--- src/sv/dmlp_pkg.sv ---
package dmlp_pkg;

  // Widths fixed by the register and field definitions.
  localparam int unsigned CFG_INDEX_W = 4;
  localparam int unsigned CFG_DATA_W  = 16;
  localparam int unsigned DEBOUNCE_W  = 8;
  localparam int unsigned PERIOD_W    = 16;
  localparam int unsigned STEP_W      = 4;

  // Configuration register indexes.
  localparam logic [CFG_INDEX_W-1:0] REG_DEBOUNCE_MS  = 4'd0;
  localparam logic [CFG_INDEX_W-1:0] REG_ALT_PERIOD   = 4'd1;
  localparam logic [CFG_INDEX_W-1:0] REG_BURST_PERIOD = 4'd2;
  localparam logic [CFG_INDEX_W-1:0] REG_FLASH_PERIOD = 4'd3;

  // Register values after reset.
  localparam logic [DEBOUNCE_W-1:0] DEBOUNCE_RST = 8'd20;
  localparam logic [PERIOD_W-1:0]   ALT_RST      = 16'd250;
  localparam logic [PERIOD_W-1:0]   BURST_RST    = 16'd150;
  localparam logic [PERIOD_W-1:0]   FLASH_RST    = 16'd100;

  // Burst mode: red for the first half of the cycle, blue for the second.
  localparam logic [STEP_W-1:0] BURST_HALF  = 4'd6;
  localparam logic [STEP_W-1:0] BURST_STEPS = 4'd12;

  typedef enum logic [1:0] {
    MODE_ALT   = 2'd0,
    MODE_BURST = 2'd1,
    MODE_FLASH = 2'd2,
    MODE_OFF   = 2'd3
  } mode_t;

endpackage

--- src/sv/debounced_mode_led_pattern_top.sv ---
// Debounced mode selector with a two-LED pattern generator. Each input item is
// one millisecond tick carrying the raw button level (0 pressed, 1 released),
// and each tick yields exactly one result item: the red and blue LED drive and
// the current mode (0 alternate, 1 burst, 2 flash, 3 off). The block takes one
// item per clock cycle, sustained, as long as results are taken. An item is
// held in the input register and its result is loaded into the output
// register when the item advances; the result is taken from that register. All
// per-tick work (debounce count, press detect, period compare, pattern
// step) is one pass of short logic between those two
// registers. While a result waits on a stalled consumer, the input register
// can still take one more item; after that the input stalls until the result
// is taken. Configuration registers must be written only while the block
// holds no items.
module debounced_mode_led_pattern_top #(
  parameter int unsigned COUNT_WIDTH = 16
) (
  input  logic                                clk,
  input  logic                                rst_n,
  // Configuration write port.
  input  logic                                cfg_we,
  input  logic [dmlp_pkg::CFG_INDEX_W-1:0]    cfg_index,
  input  logic [dmlp_pkg::CFG_DATA_W-1:0]     cfg_wdata,
  // Input channel.
  input  logic                                in_valid,
  output logic                                in_stall,
  input  logic                                in_button_level,
  // Result channel.
  output logic                                out_valid,
  input  logic                                out_stall,
  output logic                                out_red_on,
  output logic                                out_blue_on,
  output logic [1:0]                          out_mode_now
);

  // Compares are done at the wider of the counter and the period widths.
  localparam int unsigned CMP_W = (COUNT_WIDTH > dmlp_pkg::PERIOD_W) ?
                                  COUNT_WIDTH : dmlp_pkg::PERIOD_W;
  localparam logic [COUNT_WIDTH-1:0] COUNT_MAX = {COUNT_WIDTH{1'b1}};

  // Configuration registers.
  logic [dmlp_pkg::DEBOUNCE_W-1:0] debounce_ms_r;
  logic [dmlp_pkg::PERIOD_W-1:0]   alt_period_r;
  logic [dmlp_pkg::PERIOD_W-1:0]   burst_period_r;
  logic [dmlp_pkg::PERIOD_W-1:0]   flash_period_r;

  // Input register stage.
  logic s1_valid_r;
  logic s1_level_r;

  // Block state.
  logic                        prev_level_r,    prev_level_nxt;
  logic [COUNT_WIDTH-1:0]      stable_count_r,  stable_count_nxt;
  logic                        press_latched_r, press_latched_nxt;
  dmlp_pkg::mode_t             mode_r,          mode_nxt;
  logic [COUNT_WIDTH-1:0]      since_step_r,    since_step_nxt;
  logic [dmlp_pkg::STEP_W-1:0] step_index_r,    step_index_nxt;
  logic                        red_led_r,       red_led_nxt;
  logic                        blue_led_r,      blue_led_nxt;

  // Result register.
  logic       out_valid_r;
  logic       out_red_r;
  logic       out_blue_r;
  logic [1:0] out_mode_r;

  logic                        adv;
  logic [COUNT_WIDTH-1:0]      since_inc;
  logic [CMP_W-1:0]            since_cmp;
  logic [dmlp_pkg::STEP_W-1:0] step_inc;

  // The staged item moves on when the result register is empty or draining.
  assign adv      = s1_valid_r && (!out_valid_r || !out_stall);
  assign in_stall = s1_valid_r && !adv;

  assign out_valid    = out_valid_r;
  assign out_red_on   = out_red_r;
  assign out_blue_on  = out_blue_r;
  assign out_mode_now = out_mode_r;

  always_ff @(posedge clk) begin
    if (!rst_n) begin
      debounce_ms_r  <= dmlp_pkg::DEBOUNCE_RST;
      alt_period_r   <= dmlp_pkg::ALT_RST;
      burst_period_r <= dmlp_pkg::BURST_RST;
      flash_period_r <= dmlp_pkg::FLASH_RST;
    end else if (cfg_we) begin
      unique case (cfg_index)
        dmlp_pkg::REG_DEBOUNCE_MS:  debounce_ms_r  <= cfg_wdata[dmlp_pkg::DEBOUNCE_W-1:0];
        dmlp_pkg::REG_ALT_PERIOD:   alt_period_r   <= cfg_wdata;
        dmlp_pkg::REG_BURST_PERIOD: burst_period_r <= cfg_wdata;
        dmlp_pkg::REG_FLASH_PERIOD: flash_period_r <= cfg_wdata;
        default: ;
      endcase
    end
  end

  // Per-tick update: button step first, then the pattern step with the
  // possibly advanced mode.
  always_comb begin
    prev_level_nxt    = prev_level_r;
    stable_count_nxt  = stable_count_r;
    press_latched_nxt = press_latched_r;
    mode_nxt          = mode_r;
    red_led_nxt       = red_led_r;
    blue_led_nxt      = blue_led_r;
    step_index_nxt    = step_index_r;
    since_inc         = '0;
    since_cmp         = '0;
    step_inc          = '0;

    if (s1_level_r != prev_level_r) begin
      prev_level_nxt   = s1_level_r;
      stable_count_nxt = '0;
    end else if (stable_count_r != COUNT_MAX) begin
      stable_count_nxt = stable_count_r + 1'b1;
    end

    if (stable_count_nxt > COUNT_WIDTH'(debounce_ms_r)) begin
      if (!s1_level_r) begin
        if (!press_latched_r) begin
          press_latched_nxt = 1'b1;
          mode_nxt          = dmlp_pkg::mode_t'(mode_r + 2'd1);
        end
      end else begin
        press_latched_nxt = 1'b0;
      end
    end

    since_inc      = (since_step_r == COUNT_MAX) ? since_step_r : since_step_r + 1'b1;
    since_step_nxt = since_inc;
    since_cmp      = CMP_W'(since_inc);

    case (mode_nxt)
      dmlp_pkg::MODE_ALT: begin
        if (since_cmp >= CMP_W'(alt_period_r)) begin
          since_step_nxt = '0;
          if (step_index_r == '0) begin
            red_led_nxt    = 1'b1;
            blue_led_nxt   = 1'b0;
            step_index_nxt = 4'd1;
          end else begin
            red_led_nxt    = 1'b0;
            blue_led_nxt   = 1'b1;
            step_index_nxt = '0;
          end
        end
      end
      dmlp_pkg::MODE_BURST: begin
        if (since_cmp >= CMP_W'(burst_period_r)) begin
          since_step_nxt = '0;
          // Red blinks in the first half, blue in the second; lit on even steps.
          if (step_index_r < dmlp_pkg::BURST_HALF) begin
            red_led_nxt = !step_index_r[0];
          end else if (step_index_r < dmlp_pkg::BURST_STEPS) begin
            blue_led_nxt = !step_index_r[0];
          end
          step_inc       = step_index_r + 1'b1;
          step_index_nxt = (step_inc >= dmlp_pkg::BURST_STEPS) ? '0 : step_inc;
        end
      end
      dmlp_pkg::MODE_FLASH: begin
        if (since_cmp >= CMP_W'(flash_period_r)) begin
          since_step_nxt = '0;
          if (step_index_r == '0) begin
            red_led_nxt    = 1'b1;
            blue_led_nxt   = 1'b1;
            step_index_nxt = 4'd1;
          end else begin
            red_led_nxt    = 1'b0;
            blue_led_nxt   = 1'b0;
            step_index_nxt = '0;
          end
        end
      end
      default: begin
        // Off mode: LEDs dark and the step restarts; the tick count keeps going.
        red_led_nxt    = 1'b0;
        blue_led_nxt   = 1'b0;
        step_index_nxt = '0;
      end
    endcase
  end

  always_ff @(posedge clk) begin
    if (!rst_n) begin
      s1_valid_r      <= 1'b0;
      out_valid_r     <= 1'b0;
      prev_level_r    <= 1'b1;
      stable_count_r  <= '0;
      press_latched_r <= 1'b0;
      mode_r          <= dmlp_pkg::MODE_ALT;
      since_step_r    <= '0;
      step_index_r    <= '0;
      red_led_r       <= 1'b0;
      blue_led_r      <= 1'b0;
    end else begin
      if (!in_stall) begin
        s1_valid_r <= in_valid;
      end
      if (adv) begin
        out_valid_r     <= 1'b1;
        prev_level_r    <= prev_level_nxt;
        stable_count_r  <= stable_count_nxt;
        press_latched_r <= press_latched_nxt;
        mode_r          <= mode_nxt;
        since_step_r    <= since_step_nxt;
        step_index_r    <= step_index_nxt;
        red_led_r       <= red_led_nxt;
        blue_led_r      <= blue_led_nxt;
      end else if (!out_stall) begin
        out_valid_r <= 1'b0;
      end
    end
  end

  // Payload registers.
  always_ff @(posedge clk) begin
    if (in_valid && !in_stall) begin
      s1_level_r <= in_button_level;
    end
    if (adv) begin
      out_red_r  <= red_led_nxt;
      out_blue_r <= blue_led_nxt;
      out_mode_r <= mode_nxt;
    end
  end

  // The input stage only stalls while it holds an item.
  a_stall_needs_item: assert property (@(posedge clk) disable iff (!rst_n)
    in_stall |-> s1_valid_r)
    else $error("input stalled with an empty input stage");

  // The mode changes only when an item is processed.
  a_mode_only_on_item: assert property (@(posedge clk) disable iff (!rst_n)
    !adv |=> $stable(mode_r))
    else $error("mode changed without an item");

  // One item advances the mode by at most one.
  a_mode_single_step: assert property (@(posedge clk) disable iff (!rst_n)
    adv |=> (mode_r == $past(mode_r)) || (mode_r == $past(mode_r) + 2'd1))
    else $error("mode jumped by more than one");

  // The step index never leaves the burst cycle range.
  a_step_range: assert property (@(posedge clk) disable iff (!rst_n)
    step_index_r < dmlp_pkg::BURST_STEPS)
    else $error("step index out of range");

  // In off mode a result never shows a lit LED.
  a_off_dark: assert property (@(posedge clk) disable iff (!rst_n)
    (out_valid_r && (out_mode_r == dmlp_pkg::MODE_OFF)) |-> (!out_red_r && !out_blue_r))
    else $error("LED lit in off mode");

endmodule
--- config.mk ---
export PLATFORM = sky130hd
export DESIGN_NAME = debounced_mode_led_pattern_top
export DESIGN_NICKNAME = d
export VERILOG_FILES = /design/src/sv/dmlp_pkg.sv /design/src/sv/debounced_mode_led_pattern_top.sv
export SDC_FILE = /design/constraint.sdc
export NUM_CORES = 1
export LEC_CHECK = 0
export BUFFER_PORTS_ARGS = -buffer_cell sky130_fd_sc_hd__clkbuf_2
export CAP_MARGIN = 20
export CORE_ASPECT_RATIO = 0.9
export CORE_MARGIN = 1
export CORE_UTILIZATION = 56
export DETAILED_ROUTE_END_ITERATION = 10
export HOLD_SLACK_MARGIN = 0.1
export PLACE_DENSITY = 0.77
export SYNTH_ARGS = -nofsm -noshare
export SYNTH_HDL_FRONTEND = slang
export SYNTH_SLANG_ARGS = --single-unit
--- constraint.sdc ---
create_clock -name clk -period 4.6 [get_ports clk]
set_input_delay 0.92 -clock clk [delete_from_list [all_inputs] [get_ports clk]]
set_output_delay 0.92 -clock clk [all_outputs]
set_load 0.01 [all_outputs]
== Word level (Yosys, flattened, before mapping) ==
Cells that the tools add are included.
Word-level totals
  register bits after elaboration: 105
  bits in latches: 0
  memory bits (writable): 0
  ROM bits: 0
  output and inout port bits: 6
  word-level logic and storage cells: 92
  memories kept: 0
Operators by class
  add/sub/neg operators: 4
  $mul: 0
  divide/modulo/power cells: 0
  $lt $le $gt $ge: 7
  equality and inequality tests: 12
  shift operators: 0
  multiplexer cells: 32
  bitwise logic cells: 0
  reductions and logical operators: 19
Operators with widths (count)
  16-bit 2-to-1 mux: 6
  16-bit >= comparator: 3
  16-bit case mux with 3 select lines: 1
  16-bit by 1-bit adder with 16-bit output, second input constant: 2
  16-bit == test, second input constant: 1
  16-bit by 8-bit > comparator with 1-bit output: 1
  4-bit 2-to-1 mux: 4
  16-bit inequality test, second input constant: 1
  1-bit 2-to-1 mux: 15
  4-bit case mux with 3 select lines: 1
  2-bit AND reduction: 6
  4-bit by 2-bit == test with 1-bit output, second input constant: 2
  4-bit zero test: 2
  2-bit 2-to-1 mux: 3
  2-bit inequality test, second input constant: 3
  1-bit case mux with 3 select lines: 2
  1-bit zero test: 5
  4-bit by 1-bit adder with 4-bit output, second input constant: 1
  4-bit by 1-bit == test with 1-bit output, second input constant: 1
  4-bit >= comparator, second input constant: 1
  4-bit by 3-bit less-than comparator with 1-bit output, second input constant: 1
  4-bit less-than comparator, second input constant: 1
  4-bit AND reduction: 1
  1-bit logical AND: 3
  other kinds (7): 7

== Longest topological paths before layout ==
  depth after elaboration: 8
  depth in mapped cells: 20

== Worst setup path after synthesis ==
OpenSTA, ideal clock, no wires.
  kind: register to register
  start point: reg stable_count_r[0]
  end point: reg step_index_r[2] (netlist bit)
  library setup time: 122 ps
  data arrival time: 4416 ps
  data required time: 4478 ps
  slack: 62 ps
  cell stages (with the launch flop): 18
  clock period less this slack: 4538 ps
  cells stage by stage: dfxtp_1 > ha_1 > nand3_1 > nor3_2 > nand2_1 > nand4_1 > xor2_1 > nor2_1 > ha_1 > and4b_1 > a211oi_1 > o22ai_1 > or4_1 > buf_2 > o31a_1 > mux2_1 > a211o_1 > a311o_1
Between the ends
  word-level cells in the longest chain between the ends: 8
RTL lines
  start, declared: RTL line debounced_mode_led_pattern_top.sv:52  | logic [COUNT_WIDTH-1:0] stable_count_r, stable_count_nxt;
  start signal, assigned: RTL line debounced_mode_led_pattern_top.sv:203  | stable_count_r <= stable_count_nxt;
  16-bit by 1-bit adder with 16-bit output or 16-bit inequality test (tied branches): RTL line debounced_mode_led_pattern_top.sv:115, debounced_mode_led_pattern_top.sv:114
  16-bit 2-to-1 mux *: RTL line debounced_mode_led_pattern_top.sv:114  | end else if (stable_count_r != COUNT_MAX) begin
  16-bit 2-to-1 mux *: RTL line debounced_mode_led_pattern_top.sv:111  | if (s1_level_r != prev_level_r) begin
  named net stable_count_nxt[3]: RTL line debounced_mode_led_pattern_top.sv:52
  16-bit by 8-bit > comparator with 1-bit output *: RTL line debounced_mode_led_pattern_top.sv:118  | if (stable_count_nxt > COUNT_WIDTH'(debounce_ms_r)) begin
  2-bit 2-to-1 mux *: RTL line debounced_mode_led_pattern_top.sv:118
  2-bit == test (tied with other cells): RTL line debounced_mode_led_pattern_top.sv:133  | case (mode_nxt)
  2-bit inequality test (no source line)
  4-bit AND reduction (no source line)
  end signal, assigned: RTL line debounced_mode_led_pattern_top.sv:207  | step_index_r <= step_index_nxt;
  end, declared: RTL line debounced_mode_led_pattern_top.sv:56  | logic [dmlp_pkg::STEP_W-1:0] step_index_r, step_index_nxt;
The timed path passes the listed nets; every way through them passes the cells marked *.
A chain may end at the register's enable or synchronous reset.

== Final worst setup path ==
Ends and elaborated chain as after synthesis.

==> impl_metrics.py <==
metrics = {
    "route": {
        "wl_met2_um": 7700,
        "routed_wl_um": 16490,
        "dr.max_layer_used": "met4",
        "drt-pass1-iter-count": 7,
        "ant_nets": 0,
        "wl_per_cell_um": 15.81,
        "drt_iter0_drc": 548,
        "via_per_inst": 5.888,
        "drcViolationCount": 0,
        "dr_wl_met3_um": 900,
        "vias": 6141,
        "wl_met1_um": 7634,
    },
    "cts": {
        "cts_sinks": 105,
        "postCtsHoldBufs": 0,
        "tritoncts": "yes",
        "cts_buffers": 9,
        "htreeDepth": 3,
        "clockBufferDepth": 2,
        "clk_latency_ns": 0.36,
        "cts.clk_slew.worst_paths_ns": 0.07,
        "cts_root_buf": "clkbuf_16",
    },
    "power_and_ir_drop": {
        "p_leak_nw": 3.001,
        "p_comb_share_pct": 7.0,
        "power_density_nw_per_um2": 253.8,
        "p_switching_mw": 0.4696,
        "power_frac_seq_pct": 49.8,
        "p_int_mw": 1.416,
        "switching_share_pct": 24.90,
        "peakVddDrop_v": 0.0001819,
        "p_clk_share_pct": 43.1,
    },
    "synthesis": {
        "synth_nets": 929,
        "async_flop_share_pct": 0,
        "ys_ff_latch": 105,
        "synth_top_area_share_pct": 30.52,
        "synth-warning-count": 0,
        "synth_top_area_cell": "dfxtp_1",
        "synth.avg_cell_area_sq_um": 7.780,
        "synth.distinct_cells": 68,
        "ys.flop_type": "dfxtp_1",
        "synth_seq_area_share_pct": 32.81,
        "synthesis.area_sq_um": 6559,
        "syn_inst": 843,
        "synth-edff-count": 5,
        "synthTopCellsByArea": "dfxtp_1 (31%), ha_1 (11%), nand2_1 (8.4%), a21oi_1 (5.7%), nor2_1 (4.5%)",
    },
    "global_route": {
        "antenna_found_initial": 0,
        "grt.total_usage_pct": 28.65,
        "grt_pass1_vias": 5989,
        "grt_max_degree": 46,
        "grt_overflow_total": 0,
        "grt_pass1_wl_um": 27400,
    },
    "timing": {
        "finalSetupViolations": 0,
        "clock_skew_ns": 0.007146,
        "min_period_over_period_pct": 96.48,
        "setup_slack_ns": 0.1618,
        "fmax_mhz": 225.3,
        "drv_slew": 0,
        "tightest_slew_ns": 0.7806,
        "period_needed_ns": 4.438,
        "hold_violations": 0,
        "relSlewSlack_pct": 47.80,
    },
    "critical_path": {
        "cp-endpoint": "step_index_r[2]$_SDFFE_PN0P_",
        "required_ns": 4.84,
        "worstReg2RegEnd": "step_index_r[2]$_SDFFE_PN0P_",
        "critPathCaptureType": "register",
        "ff2ff_setup_slack_ns": 0.16,
        "r2r-start": "stable_count_r[0]$_SDFFE_PN0P_",
        "r2r_cells": 16,
        "critical_path_class": "register to register",
        "critPathMaxFanout": 7,
        "critPathArrivalTime_ns": 4.68,
        "cp-start-kind": "register",
        "crit_path_start": "stable_count_r[0]$_SDFFE_PN0P_",
    },
    "final_layout": {
        "multi_input_area_sq_um": 4094,
        "finalNetCount": 968,
        "fill_cells": 990,
        "diodes": 0,
        "syn2layout_area_growth_pct": 13.32,
        "mostFrequentLayoutCell": "nand2_1",
        "seqCellArea_sq_um": 2162,
        "drive_above_1_share_pct": 13.98,
        "layout_common_cells": "nand2_1 (146), dfxtp_1 (94), nor2_1 (77)",
        "postLayoutCoreUtil_pct": 65.00,
    },
    "place": {
        "port_buffers": 31,
        "pre_cts_ws_ns": 0.05475,
        "gp_congestion": 0.8666,
        "dp_hpwl_um": 11710,
    },
    "die": {
        "die-area_sq_um": 12150,
        "coreArea_sq_um": 11430,
        "boundaryPins": 32,
        "die_w_um": 116.1,
        "start_util_pct": 57.36,
        "die_y_um": 104.7,
        "num_rows": 37,
    },
    "status": {
        "outcome": "complete, no violations",
    },
    "worst_hold_path": {
        "hold_path.class": "register to register",
    },
    "job": {
        "maxCapViolCount": 0,
    },
}
[registers in the layout (all words and copies together) (netlist names)]
name	cells
alt_period_r	16
blue_led_r	1
burst_period_r	16
debounce_ms_r	8
flash_period_r	16
mode_r	2
out_blue_on	1
out_mode_now	2
out_red_on	1
out_valid	1
press_latched_r	1
prev_level_r	1
red_led_r	1
s1_level_r	1
s1_valid_r	1
since_step_r	16
stable_count_r	16
step_index_r	4
[routing by layer]
metal  up-vias  track usage (%)
met4         0            9.341
met2       161            45.28
met5         -                0
met3        22            6.961
met1      2941            38.06
li1       3017                -
[critical path, cell delays in order (launching register included)]
cell and delay (ns):
dfxtp_4 0.38, ha_1 0.17, nand3_1 0.12, nor3_2 0.25, nand2_2 0.14, nand4_1 0.20, xor2_1 0.17, nor2_1 0.08
ha_1 0.32, and4b_1 0.20, a211oi_2 0.19, o22ai_1 0.12, or4_4 0.56, o31a_1 0.35, mux2_1 0.35, a211o_4 0.36
a311o_1 0.36
[cell usage after synthesis (9+ instances only)]
cell / n
inv_1: 69
nand4_1: 18
nand2b_1: 9
xor2_1: 12
dfxtp_1: 100
o211ai_1: 17
clkbuf_1: 27
nor2_1: 78
o21ai_0: 22
mux2i_1: 17
nand2_1: 147
xnor2_1: 19
ha_1: 60
nor3_1: 16
nand3_1: 29
a21oi_1: 75
[through the flow]
stage / instance area (sq um) / hold WS [ns] / instances / total power [mW] / TNS, ns
5_1_grt: 7432 / 0.4709 / 1043 / 1.952 / -0.05344
3_3_place_gp: 6989 / 0.4420 / 1024 / 1.083 / 0
4_1_cts: 7301 / 0.4577 / 1040 / 1.893 / 0
3_5_place_dp: 6989 / 0.4482 / 1024 / 1.089 / 0
6_report: 7432 / 0.4576 / 1043 / 1.886 / 0
2_1_floorplan: 6559 / 0.4363 / 843 / 1.038 / 0
[power by group through the flow]
stage / Combinational (mW) / Clock [mW] / Sequential (mW)
finish: 0.133 / 0.814 / 0.940
global route: 0.147 / 0.864 / 0.942
CTS: 0.129 / 0.825 / 0.939
detailed placement: 0.128 / 0 / 0.961
global placement: 0.123 / 0 / 0.960
floorplan: 0.0790 / 0 / 0.959
[area by class of cell]
cell class                 count  share of cell area (%)
multi-input combinational    632                   55.08
sequential                   105                   29.09
timing repair buffer          65                   5.522
inverter                      69                   3.485
clock buffer                  10                   3.215
tap                          156                   2.626
clock inverter                 6                  0.9764
[cell families after synthesis]
kind of cell	synth area share, %
buffers and inverters	6.353
XOR/XNOR	4.388
AND/OR/NAND/NOR	23.71
flip-flops	32.81
multiplexers	3.453
AO/OA/AOI/OAI	17.84
adder cells (fa/ha/maj)	11.45
[worst min-delay path by stage]
stage,start,to,slack (ns),cells after the start
CTS,flash_period_r[7]$_SDFFE_PN0P_,flash_period_r[7]$_SDFFE_PN0P_,0.46,2
global route,flash_period_r[10]$_SDFFE_PN0P_,flash_period_r[10]$_SDFFE_PN0P_,0.47,2
global placement,press_latched_r$_SDFFE_PN0P_,press_latched_r$_SDFFE_PN0P_,0.44,2
finish,flash_period_r[7]$_SDFFE_PN0P_,flash_period_r[7]$_SDFFE_PN0P_,0.46,2
detailed placement,flash_period_r[7]$_SDFFE_PN0P_,flash_period_r[7]$_SDFFE_PN0P_,0.45,2
floorplan,alt_period_r[10]$_SDFFE_PN0P_,alt_period_r[10]$_SDFFE_PN0P_,0.44,2
[repair_timing]
item / CTS / global route
gates resized for setup: 0 / 26
endpoints found under the hold margin: 0 / 0
setup buffers: 0 / 3
endpoints found under the setup margin: 0 / 24
(Power assumes the default switching activity.)
